**src/sv/crr_pkg.sv**
```systemverilog
// shared types for the residue-to-integer reconstruction block
package crr_pkg;

  localparam int unsigned NUM_BASE_REGS = 4;
  localparam int unsigned NUM_REGS      = 5;
  localparam int unsigned FIELD_BITS    = 16;
  localparam int unsigned VALUE_BITS    = 64;

  // register indexes on the configuration port
  localparam logic [2:0] REG_BASE_0     = 3'd0;
  localparam logic [2:0] REG_BASE_1     = 3'd1;
  localparam logic [2:0] REG_BASE_2     = 3'd2;
  localparam logic [2:0] REG_BASE_3     = 3'd3;
  localparam logic [2:0] REG_BASE_COUNT = 3'd4;

  typedef struct packed {
    logic [FIELD_BITS-1:0] residue_0;
    logic [FIELD_BITS-1:0] residue_1;
    logic [FIELD_BITS-1:0] residue_2;
    logic [FIELD_BITS-1:0] residue_3;
  } crr_in_t;

  typedef struct packed {
    logic [VALUE_BITS-1:0] value;
    logic                  error;
  } crr_out_t;

endpackage

```
**src/sv/crr_sermul.sv**
```systemverilog
// bit-serial shift-add multiplier, wide operand times narrow operand, msb first
module crr_sermul #(
  parameter int unsigned A_W = 64,
  parameter int unsigned B_W = 16
) (
  input  logic           clk_i,
  input  logic           rst_ni,
  input  logic           go_i,
  input  logic [A_W-1:0] a_i,
  input  logic [B_W-1:0] b_i,
  output logic           done_o,
  output logic [A_W-1:0] prod_o
);

  localparam int unsigned CW = $clog2(B_W + 1);

  logic [A_W-1:0] a_q, acc_q;
  logic [B_W-1:0] b_q;
  logic [CW-1:0]  cnt_q;
  logic           busy_q, done_q;

  always_ff @(posedge clk_i or negedge rst_ni) begin
    if (!rst_ni) begin
      busy_q <= 1'b0;
      done_q <= 1'b0;
      cnt_q  <= '0;
    end else begin
      done_q <= 1'b0;
      if (go_i) begin
        busy_q <= 1'b1;
        cnt_q  <= CW'(B_W);
      end else if (busy_q) begin
        cnt_q <= cnt_q - 1'b1;
        if (cnt_q == CW'(1)) begin
          busy_q <= 1'b0;
          done_q <= 1'b1;
        end
      end
    end
  end

  always_ff @(posedge clk_i) begin
    if (go_i) begin
      a_q   <= a_i;
      b_q   <= b_i;
      acc_q <= '0;
    end else if (busy_q) begin
      acc_q <= {acc_q[A_W-2:0], 1'b0} + (b_q[B_W-1] ? a_q : '0);
      b_q   <= {b_q[B_W-2:0], 1'b0};
    end
  end

  assign done_o = done_q;
  assign prod_o = acc_q;

endmodule

```
**src/sv/crr_serdiv.sv**
```systemverilog
// bit-serial restoring divider, wide dividend by narrow nonzero divisor
module crr_serdiv #(
  parameter int unsigned DVD_W = 64,
  parameter int unsigned DVS_W = 16
) (
  input  logic             clk_i,
  input  logic             rst_ni,
  input  logic             go_i,
  input  logic [DVD_W-1:0] dividend_i,
  input  logic [DVS_W-1:0] divisor_i,
  output logic             done_o,
  output logic [DVD_W-1:0] quot_o,
  output logic [DVS_W-1:0] rem_o
);

  localparam int unsigned CW = $clog2(DVD_W + 1);

  logic [DVD_W-1:0] dvd_q;
  logic [DVS_W-1:0] dvs_q, rem_q;
  logic [CW-1:0]    cnt_q;
  logic             busy_q, done_q;
  logic [DVS_W:0]   trial;
  logic             fits;

  assign trial = {rem_q, dvd_q[DVD_W-1]};
  assign fits  = trial >= {1'b0, dvs_q};

  always_ff @(posedge clk_i or negedge rst_ni) begin
    if (!rst_ni) begin
      busy_q <= 1'b0;
      done_q <= 1'b0;
      cnt_q  <= '0;
    end else begin
      done_q <= 1'b0;
      if (go_i) begin
        busy_q <= 1'b1;
        cnt_q  <= CW'(DVD_W);
      end else if (busy_q) begin
        cnt_q <= cnt_q - 1'b1;
        if (cnt_q == CW'(1)) begin
          busy_q <= 1'b0;
          done_q <= 1'b1;
        end
      end
    end
  end

  always_ff @(posedge clk_i) begin
    if (go_i) begin
      dvd_q <= dividend_i;
      dvs_q <= divisor_i;
      rem_q <= '0;
    end else if (busy_q) begin
      rem_q <= fits ? DVS_W'(trial - {1'b0, dvs_q}) : trial[DVS_W-1:0];
      dvd_q <= {dvd_q[DVD_W-2:0], fits};
    end
  end

  assign done_o = done_q;
  assign quot_o = dvd_q;
  assign rem_o  = rem_q;

endmodule

```
**src/sv/chinese_remainder_reconstruct.sv**
```systemverilog
// residue-to-integer reconstruction by the chinese remainder theorem
//
//  port group   direction  handshake        word
//  in_*         in         valid / ready    crr_in_t, four residues
//  out_*        out        valid / ready    crr_out_t, value and error flag
//  p*           in / out   apb, pready = 1  base_0..base_3, base_count
//
//  one word at a time; the modular multiply-accumulate doubles, then adds the weight
//  if the residue bit is set, one residue bit per doubling and add, one 64-bit add
//  and compare per step
//  the first word after reset or any register write first runs the weight setup:
//  per modulus a product multiply, two serial divisions, one serial division per
//  euclid step and a weight multiply
//  reset clears control state; the moduli reset to 1 and the count to 1
//  a finished word waits in the output register while the next word is accepted
module chinese_remainder_reconstruct #(
  parameter int unsigned MAX_BASES = 4,
  parameter int unsigned BASE_BITS = 16
) (
  input  logic                   clk_i,
  input  logic                   rst_ni,
  input  logic                   in_valid_i,
  output logic                   in_ready_o,
  input  crr_pkg::crr_in_t       in_data_i,
  output logic                   out_valid_o,
  input  logic                   out_ready_i,
  output crr_pkg::crr_out_t      out_data_o,
  input  logic                   psel,
  input  logic                   penable,
  input  logic                   pwrite,
  input  logic [4:0]             paddr,
  input  logic [31:0]            pwdata,
  output logic [31:0]            prdata,
  output logic                   pready
);

  localparam int unsigned VW  = crr_pkg::VALUE_BITS;
  localparam int unsigned FW  = crr_pkg::FIELD_BITS;
  localparam int unsigned B   = BASE_BITS;
  localparam int unsigned WIW = (MAX_BASES > 1) ? $clog2(MAX_BASES) : 1;
  localparam int unsigned KW  = $clog2(BASE_BITS);
  localparam logic [FW-1:0] BMASK = FW'((32'd1 << BASE_BITS) - 32'd1);

  typedef enum logic [4:0] {
    S_IDLE, S_PMUL, S_PMULW, S_COFDIV, S_COFW, S_REDW, S_ECHK, S_EDIVW, S_EUPD,
    S_EEND, S_WMULW, S_PEND, S_MLOAD, S_MDBL, S_MADD, S_MSUM, S_FIN
  } state_e;

  // (a + b) mod m for a, b below m
  function automatic logic [VW-1:0] add_mod(input logic [VW-1:0] a,
                                            input logic [VW-1:0] b,
                                            input logic [VW-1:0] m);
    logic [VW-1:0] room;
    room = m - b;
    return (a >= room) ? a - room : a + b;
  endfunction

  // configuration registers
  logic [FW-1:0] base_q [crr_pkg::NUM_BASE_REGS];
  logic [2:0]    cnt_q;
  logic          cfg_wr;
  logic [2:0]    cfg_idx;

  assign cfg_idx = paddr[4:2];
  assign cfg_wr  = psel && penable && pwrite && pready
                   && (cfg_idx < 3'(crr_pkg::NUM_REGS));
  assign pready  = 1'b1;

  always_ff @(posedge clk_i or negedge rst_ni) begin
    if (!rst_ni) begin
      for (int j = 0; j < crr_pkg::NUM_BASE_REGS; j++) base_q[j] <= FW'(1);
      cnt_q <= 3'd1;
    end else if (cfg_wr) begin
      unique case (cfg_idx)
        crr_pkg::REG_BASE_0:     base_q[0] <= pwdata[FW-1:0] & BMASK;
        crr_pkg::REG_BASE_1:     base_q[1] <= pwdata[FW-1:0] & BMASK;
        crr_pkg::REG_BASE_2:     base_q[2] <= pwdata[FW-1:0] & BMASK;
        crr_pkg::REG_BASE_3:     base_q[3] <= pwdata[FW-1:0] & BMASK;
        crr_pkg::REG_BASE_COUNT: cnt_q     <= pwdata[2:0];
        default: ;
      endcase
    end
  end

  always_comb begin
    prdata = '0;
    unique case (cfg_idx)
      crr_pkg::REG_BASE_0:     prdata = 32'(base_q[0]);
      crr_pkg::REG_BASE_1:     prdata = 32'(base_q[1]);
      crr_pkg::REG_BASE_2:     prdata = 32'(base_q[2]);
      crr_pkg::REG_BASE_3:     prdata = 32'(base_q[3]);
      crr_pkg::REG_BASE_COUNT: prdata = 32'(cnt_q);
      default:                 prdata = '0;
    endcase
  end

  // moduli in use: zero counts as one, clamp to MAX_BASES
  logic [2:0] n_w;
  always_comb begin
    if (cnt_q == 3'd0) n_w = 3'd1;
    else if (cnt_q > 3'(MAX_BASES)) n_w = 3'(MAX_BASES);
    else n_w = cnt_q;
  end

  // control and datapath state
  state_e               state_q;
  logic [2:0]           i_q;
  logic                 wv_q, cf_q, fail_q, out_valid_q, err_q;
  logic [VW-1:0]        prod_q, cof_q, acc_q, t_q;
  logic [VW-1:0]        w_q [MAX_BASES];
  logic [FW-1:0]        res_q [crr_pkg::NUM_BASE_REGS];
  logic [KW-1:0]        k_q;
  logic [B-1:0]         r0_q, r1_q, q_q;
  logic signed [B+1:0]  t0_q, t1_q;
  crr_pkg::crr_out_t    out_q;

  // serial unit handshakes
  logic          mul_go_q, mul_done, div_go_q, div_done;
  logic [VW-1:0] mul_a_q, mul_prod, div_dvd_q, div_quot;
  logic [B-1:0]  mul_b_q, div_dvs_q, div_rem;

  crr_sermul #(.A_W(VW), .B_W(B)) u_mul (
    .clk_i (clk_i), .rst_ni (rst_ni), .go_i (mul_go_q),
    .a_i (mul_a_q), .b_i (mul_b_q), .done_o (mul_done), .prod_o (mul_prod)
  );

  crr_serdiv #(.DVD_W(VW), .DVS_W(B)) u_div (
    .clk_i (clk_i), .rst_ni (rst_ni), .go_i (div_go_q),
    .dividend_i (div_dvd_q), .divisor_i (div_dvs_q),
    .done_o (div_done), .quot_o (div_quot), .rem_o (div_rem)
  );

  // current modulus, weight and residue bit
  logic [B-1:0]             m_w;
  logic [VW-1:0]            w_w;
  logic                     rbit_w;
  logic signed [2*B+3:0]    qt_w;
  logic signed [B+1:0]      inv_s;
  logic [B-1:0]             inv_w;

  assign m_w    = base_q[i_q[1:0]][B-1:0];
  assign w_w    = w_q[i_q[WIW-1:0]];
  assign rbit_w = res_q[i_q[1:0]][k_q];
  assign qt_w   = $signed({1'b0, q_q}) * t1_q;
  // euclid coefficient folded into [0, m)
  assign inv_s  = (t0_q < 0) ? t0_q + $signed({2'b00, m_w}) : t0_q;
  assign inv_w  = inv_s[B-1:0];

  always_ff @(posedge clk_i or negedge rst_ni) begin
    if (!rst_ni) begin
      state_q     <= S_IDLE;
      wv_q        <= 1'b0;
      cf_q        <= 1'b0;
      out_valid_q <= 1'b0;
      mul_go_q    <= 1'b0;
      div_go_q    <= 1'b0;
      prod_q      <= VW'(1);
      i_q         <= '0;
      fail_q      <= 1'b0;
    end else begin
      mul_go_q <= 1'b0;
      div_go_q <= 1'b0;
      if (cfg_wr) wv_q <= 1'b0;
      if (out_valid_q && out_ready_i) out_valid_q <= 1'b0;
      unique case (state_q)
        S_IDLE: begin
          if (in_valid_i) begin
            res_q[0] <= in_data_i.residue_0 & BMASK;
            res_q[1] <= in_data_i.residue_1 & BMASK;
            res_q[2] <= in_data_i.residue_2 & BMASK;
            res_q[3] <= in_data_i.residue_3 & BMASK;
            i_q      <= '0;
            acc_q    <= '0;
            if (!wv_q) begin
              prod_q  <= VW'(1);
              fail_q  <= 1'b0;
              state_q <= S_PMUL;
            end else begin
              state_q <= S_MLOAD;
            end
          end
        end
        // product of the moduli in use, a zero modulus flags failure
        S_PMUL: begin
          if (i_q == n_w) begin
            i_q     <= '0;
            state_q <= fail_q ? S_PEND : S_COFDIV;
          end else if (m_w == '0) begin
            fail_q <= 1'b1;
            i_q    <= i_q + 1'b1;
          end else begin
            mul_go_q <= 1'b1;
            mul_a_q  <= prod_q;
            mul_b_q  <= m_w;
            state_q  <= S_PMULW;
          end
        end
        S_PMULW: begin
          if (mul_done) begin
            prod_q  <= mul_prod;
            i_q     <= i_q + 1'b1;
            state_q <= S_PMUL;
          end
        end
        // cofactor, then cofactor mod m
        S_COFDIV: begin
          if (i_q == n_w) begin
            state_q <= S_PEND;
          end else begin
            div_go_q  <= 1'b1;
            div_dvd_q <= prod_q;
            div_dvs_q <= m_w;
            state_q   <= S_COFW;
          end
        end
        S_COFW: begin
          if (div_done) begin
            cof_q     <= div_quot;
            div_go_q  <= 1'b1;
            div_dvd_q <= div_quot;
            div_dvs_q <= m_w;
            state_q   <= S_REDW;
          end
        end
        S_REDW: begin
          if (div_done) begin
            r0_q    <= m_w;
            r1_q    <= div_rem;
            t0_q    <= '0;
            t1_q    <= (B+2)'(1);
            state_q <= S_ECHK;
          end
        end
        // extended euclid, one serial division per step
        S_ECHK: begin
          if (r1_q == '0) begin
            state_q <= S_EEND;
          end else begin
            div_go_q  <= 1'b1;
            div_dvd_q <= VW'(r0_q);
            div_dvs_q <= r1_q;
            state_q   <= S_EDIVW;
          end
        end
        S_EDIVW: begin
          if (div_done) begin
            q_q     <= div_quot[B-1:0];
            r0_q    <= r1_q;
            r1_q    <= div_rem;
            state_q <= S_EUPD;
          end
        end
        S_EUPD: begin
          t0_q    <= t1_q;
          t1_q    <= t0_q - qt_w[B+1:0];
          state_q <= S_ECHK;
        end
        S_EEND: begin
          if (r0_q != B'(1)) begin
            fail_q  <= 1'b1;
            state_q <= S_PEND;
          end else begin
            mul_go_q <= 1'b1;
            mul_a_q  <= cof_q;
            mul_b_q  <= inv_w;
            state_q  <= S_WMULW;
          end
        end
        S_WMULW: begin
          if (mul_done) begin
            w_q[i_q[WIW-1:0]] <= mul_prod;
            i_q               <= i_q + 1'b1;
            state_q           <= S_COFDIV;
          end
        end
        S_PEND: begin
          wv_q    <= 1'b1;
          cf_q    <= fail_q;
          i_q     <= '0;
          acc_q   <= '0;
          state_q <= S_MLOAD;
        end
        // weighted sum mod product, a doubling state and an add state per residue bit
        S_MLOAD: begin
          if (cf_q) begin
            acc_q   <= '0;
            err_q   <= 1'b1;
            state_q <= S_FIN;
          end else if (i_q == n_w) begin
            err_q   <= 1'b0;
            state_q <= S_FIN;
          end else begin
            t_q     <= '0;
            k_q     <= KW'(BASE_BITS - 1);
            state_q <= S_MDBL;
          end
        end
        S_MDBL: begin
          t_q     <= add_mod(t_q, t_q, prod_q);
          state_q <= S_MADD;
        end
        S_MADD: begin
          if (rbit_w) t_q <= add_mod(t_q, w_w, prod_q);
          if (k_q == '0) begin
            state_q <= S_MSUM;
          end else begin
            k_q     <= k_q - 1'b1;
            state_q <= S_MDBL;
          end
        end
        S_MSUM: begin
          acc_q   <= add_mod(acc_q, t_q, prod_q);
          i_q     <= i_q + 1'b1;
          state_q <= S_MLOAD;
        end
        S_FIN: begin
          if (!out_valid_q || out_ready_i) begin
            out_q.value <= acc_q;
            out_q.error <= err_q;
            out_valid_q <= 1'b1;
            state_q     <= S_IDLE;
          end
        end
        default: state_q <= S_IDLE;
      endcase
    end
  end

  assign in_ready_o  = (state_q == S_IDLE);
  assign out_valid_o = out_valid_q;
  assign out_data_o  = out_q;

  // error words carry a zero value
  a_err_zero: assert property (@(posedge clk_i) disable iff (!rst_ni)
    out_valid_o && out_data_o.error |-> out_data_o.value == '0)
    else $error("error word with nonzero value");

  // a good word lies below the product
  a_below_prod: assert property (@(posedge clk_i) disable iff (!rst_ni)
    out_valid_o && !out_data_o.error && state_q == S_IDLE |-> out_data_o.value < prod_q)
    else $error("value not reduced");

  // the divider is never started on a zero divisor
  a_div_nonzero: assert property (@(posedge clk_i) disable iff (!rst_ni)
    div_go_q |-> div_dvs_q != '0)
    else $error("division by zero");

  // an accepted word blocks the input until it is finished
  a_busy_after_take: assert property (@(posedge clk_i) disable iff (!rst_ni)
    in_valid_i && in_ready_o |=> !in_ready_o)
    else $error("input taken while busy");

endmodule
```
**config.mk**
```make
export PLATFORM = sky130hd
export DESIGN_NAME = chinese_remainder_reconstruct
export DESIGN_NICKNAME = d
export VERILOG_FILES = /design/src/sv/crr_pkg.sv /design/src/sv/crr_sermul.sv /design/src/sv/crr_serdiv.sv /design/src/sv/chinese_remainder_reconstruct.sv
export SDC_FILE = /design/constraint.sdc
export NUM_CORES = 2
export LEC_CHECK = 0
export BUFFER_PORTS_ARGS = -buffer_cell sky130_fd_sc_hd__buf_2
export CAP_MARGIN = 20
export CORE_ASPECT_RATIO = 0.7
export CORE_MARGIN = 2
export CORE_UTILIZATION = 40
export CTS_CLUSTER_SIZE = 14
export DETAILED_ROUTE_END_ITERATION = 7
export SLEW_MARGIN = 0
export SYNTH_ARGS = -nofsm -noshare
export SYNTH_HDL_FRONTEND = slang
export SYNTH_HIERARCHICAL = 1
export SYNTH_SLANG_ARGS = --single-unit
```
**constraint.sdc**
```tcl
create_clock -name clk_i -period 11.4 [get_ports clk_i]
set_input_delay 0.57 -clock clk_i [delete_from_list [all_inputs] [get_ports clk_i]]
set_output_delay 0.57 -clock clk_i [all_outputs]
set_load 0.02 [all_outputs]
```
==> flow_metrics.env <==
export IMPL_status="complete, no violations"
export IMPL_final_hold_violation_count=0
export IMPL_crit_type="reg -> reg"
export IMPL_p_leak_nw=37.6
export IMPL_max_cap_violations=0
export IMPL_io_pins=208
export IMPL_worst_pin_slew_ns=1.07
export IMPL_cts_buffers=120
export IMPL_first_pass_iters=8
export IMPL_ant_nets=0
export IMPL_drt_first_iter_violations=7149
export IMPL_root_buffer="clkbuf_16"
export IMPL_layout_nets=9154
export IMPL_coreArea_mm2=0.211
export IMPL_post_route_min_period_ns=8.72
export IMPL_synth_seq_area_share_pct=41.6
export IMPL_dpl_hpwl_mm=188
export IMPL_p_per_area_mw_per_mm2=321
export IMPL_grt_overflow_total=0
export IMPL_synth_ff_latch_count=1227
export IMPL_async_flop_share_pct=13.1
export IMPL_die_x_um=554
export IMPL_grt_usage_pct=21.9
export IMPL_finalCritPeriodShare_pct=76.5
export IMPL_clock_skew_ns=0.0929
export IMPL_drive_gt1_share_pct=10.0
export IMPL_die_h_um=389
export IMPL_whs_ns=0.0716
export IMPL_ys_warn_count=6
export IMPL_multi_input_area_mm2=0.0464
export IMPL_rows=141
export IMPL_clk_insertion_delay_late_ns=0.78
export IMPL_slew_headroom_pct=28.2
export IMPL_numPortBuffers=172
export IMPL_cts_sinks=1227
export IMPL_fill_cells=19700
export IMPL_grt_pass1_vias=60600
export IMPL_synth_top_area_share_pct=35.0
export IMPL_grt_pass1_wl_mm=368
export IMPL_gp_congestion=0.940
export IMPL_antenna_found_initial=11
export IMPL_rsz0062_at_grt="no"
export IMPL_synthTopCellsByCount="edfxtp_1 (986), nand2_1 (839), a21oi_1 (685)"
export IMPL_dieArea_mm2=0.215
export IMPL_wirelength_mm=243
export IMPL_yosysMostFrequentCell="edfxtp_1"
export IMPL_hp_class="in -> reg"
export IMPL_syn_to_final_growth_pct=9.52
export IMPL_syn_area_mm2=0.0847
export IMPL_cts_tree="yes"
export IMPL_cp_required_ns=11.87
export IMPL_max_freq_ghz=0.115
export IMPL_start_kind="register"
export IMPL_seqCellArea_mm2=0.0353
export IMPL_worst_setup_path_end_kind="register"
export IMPL_syn_area_per_cell_um2=10.3
export IMPL_cts_repair_resized=0
export IMPL_finalPower_w=0.0298
export IMPL_wl_per_cell_um=21.7
export IMPL_viasPerCell=5.79
export IMPL_vias=64800
export IMPL_rrSetupSlack_ns=2.68
export IMPL_clock_path_buffers=3
export IMPL_peakVddDrop_v=0.000202
export IMPL_synth_edf_count=986
export IMPL_htree_levels=3
export IMPL_worstPathArrival_ns=9.19
export IMPL_initial_core_util_pct=40.2
export IMPL_synth_cell_types=131
export IMPL_fin_tns_setup_ns=0
export IMPL_drcViolationCount=0
export IMPL_synth_area_top_cells="edfxtp_1 (35%), ha_1 (9.0%), dfrtp_1 (4.6%)"
export IMPL_slew_violations=0
export IMPL_syn_instance_count=8245
export IMPL_clk_pin_slew_ns=0.06
export IMPL_synth_main_ff_cell="edfxtp_1"
export IMPL_setup_viol=0
export IMPL_yosysTopAreaCell="edfxtp_1"
export IMPL_grt_max_degree=89
export IMPL_cp_max_fo=35
[cell families after synthesis]
logic type                 count (synthesis)  share of synthesized area (%)
AOI/OAI and AO/OA                       2274                           17.6
and+or+nand+nor                         2249                           12.4
DFF                                     1227                           41.6
buffers and inverters                    806                           3.86
adders and majority gates                746                           12.2
xor gates and xnor gates                 557                           5.76
muxes                                    384                           6.48
other                                      2                        0.00887
[metrics by stage]
stage               setup WS, ns  utilization (%)  cells  instance area, um^2
floorplan                   3.28                -   8260                84700
global placement            2.79             41.8  10900                88000
detailed placement          2.82             41.8  10900                88000
CTS                         2.78             44.0  11200                92700
global route                1.97             44.0  11200                92700
finish                      2.68             44.0  11200                92700
[worst paths after layout]
| kind | start | to | depth (start not counted) |
|---|---|---|---|
| worst max-delay path | i_q[0] | t_q[61] | 26 |
| worst min-delay path | pwdata[7] | base_q[23] | 2 |
| worst max register to register | i_q[0] | t_q[61] | 26 |
| worst min register to register | mul_a_q[9] | u_mul/a_q[9] | 0 |
| max in group asynchronous | rst_ni | prod_q[62] | 3 |
| min in group asynchronous | rst_ni | u_div/cnt_q[3] | 2 |
[cells in the final DEF, fill, tap and decap left out, drive strengths merged, types with 43 or more instances in the layout]
cell type	netlist	layout
o22ai	65	65
edfxtp	986	986
nand3	129	129
ha	611	611
nor3	99	99
mux2	163	163
a21oi	696	696
o21bai	107	107
mux4	115	115
nand2	840	840
a21o	311	311
inv	434	441
xnor2	326	326
a31oi	71	71
o21ai	457	457
o211ai	49	49
clkbuf	274	170
nor2	516	516
and2	188	188
fa	135	135
nand4	112	112
mux2i	106	106
xor2	231	231
clkinv	1	43
dfxtp	80	80
nand2b	80	80
a211oi	72	72
dfrtp	155	155
and3	71	71
a22o	117	117
o21a	44	44
nor2b	77	77
dlygate4sd3	0	65
buf	95	223
[where the power goes]
group	switching (W)	leakage (nW)	internal, W
clock network	0.00180	1.96	0.00224
registers	0.00125	11.8	0.00611
logic	0.0111	23.8	0.00727
total	0.0142	37.6	0.0156
[area by class of cell]
| class | instances | share of cell area, % |
|---|---|---|
| Clock buffer | 169 | 3.67 |
| Tap cell | 2788 | 3.76 |
| Multi-Input combinational cell | 6227 | 50.0 |
| Inverter | 435 | 1.76 |
| Timing Repair Buffer | 289 | 2.07 |
| Sequential cell | 1227 | 38.0 |
| Antenna cell | 1 | 0.00270 |
| Clock inverter | 59 | 0.681 |
[sequential cells by signal, summed over array words and instances (netlist names), 7 cells and up]
signal	flops
w_q	256
out_data_o	65
acc_q	64
base_q	64
cof_q	64
div_dvd_q	64
mul_a_q	64
prod_q	64
res_q	64
t_q	64
u_div/quot_o	64
u_mul/a_q	64
u_mul/prod_o	64
t0_q	18
t1_q	18
div_dvs_q	16
mul_b_q	16
q_q	16
r0_q	16
r1_q	16
u_div/dvs_q	16
u_div/rem_o	16
u_mul/b_q	16
u_div/cnt_q	7
[metal layers]
| layer | part of all wire [%] | vias to the layer above | global-route usage, % | wire (um) |
|---|---|---|---|---|
| met3 | 8.6 | 235 | 2.97 | 20800 |
| met4 | 1.5 | 2 | 3.68 | 3760 |
| li1 | - | 30500 | - | - |
| met5 | 0.0054 | - | 0 | 13 |
| met1 | 52 | 31600 | 36.8 | 125000 |
| met2 | 38 | 2516 | 29.2 | 92600 |
[critical path, cell delays in order, from the launching register on]
cell and delay [ns]:
dfrtp_4 0.89, buf_4 0.66, mux4_2 0.65, inv_1 0.09, ha_1 0.27, a21oi_1 0.13, o21ai_0 0.18, nor3_1 0.36
a21oi_1 0.24, a211o_1 0.34, a21oi_1 0.23, o31a_1 0.22, o21ai_1 0.13, a221oi_1 0.46, o21ai_1 0.14, xnor2_1 0.27
ha_1 0.36, a21o_1 0.19, a21o_1 0.21, a2111oi_0 0.55, a311oi_1 0.33, o41ai_4 0.52, o31ai_1 0.13, a21oi_1 0.20
xor2_1 0.23, o21ai_1 0.09, a211o_1 0.28
[repair_timing]
item                      in CTS  in global routing
hold buffers                  65                  0
buffers inserted               0                  0
hold endpoints to repair      93                  0
Power figures use the tool's default switching activity.
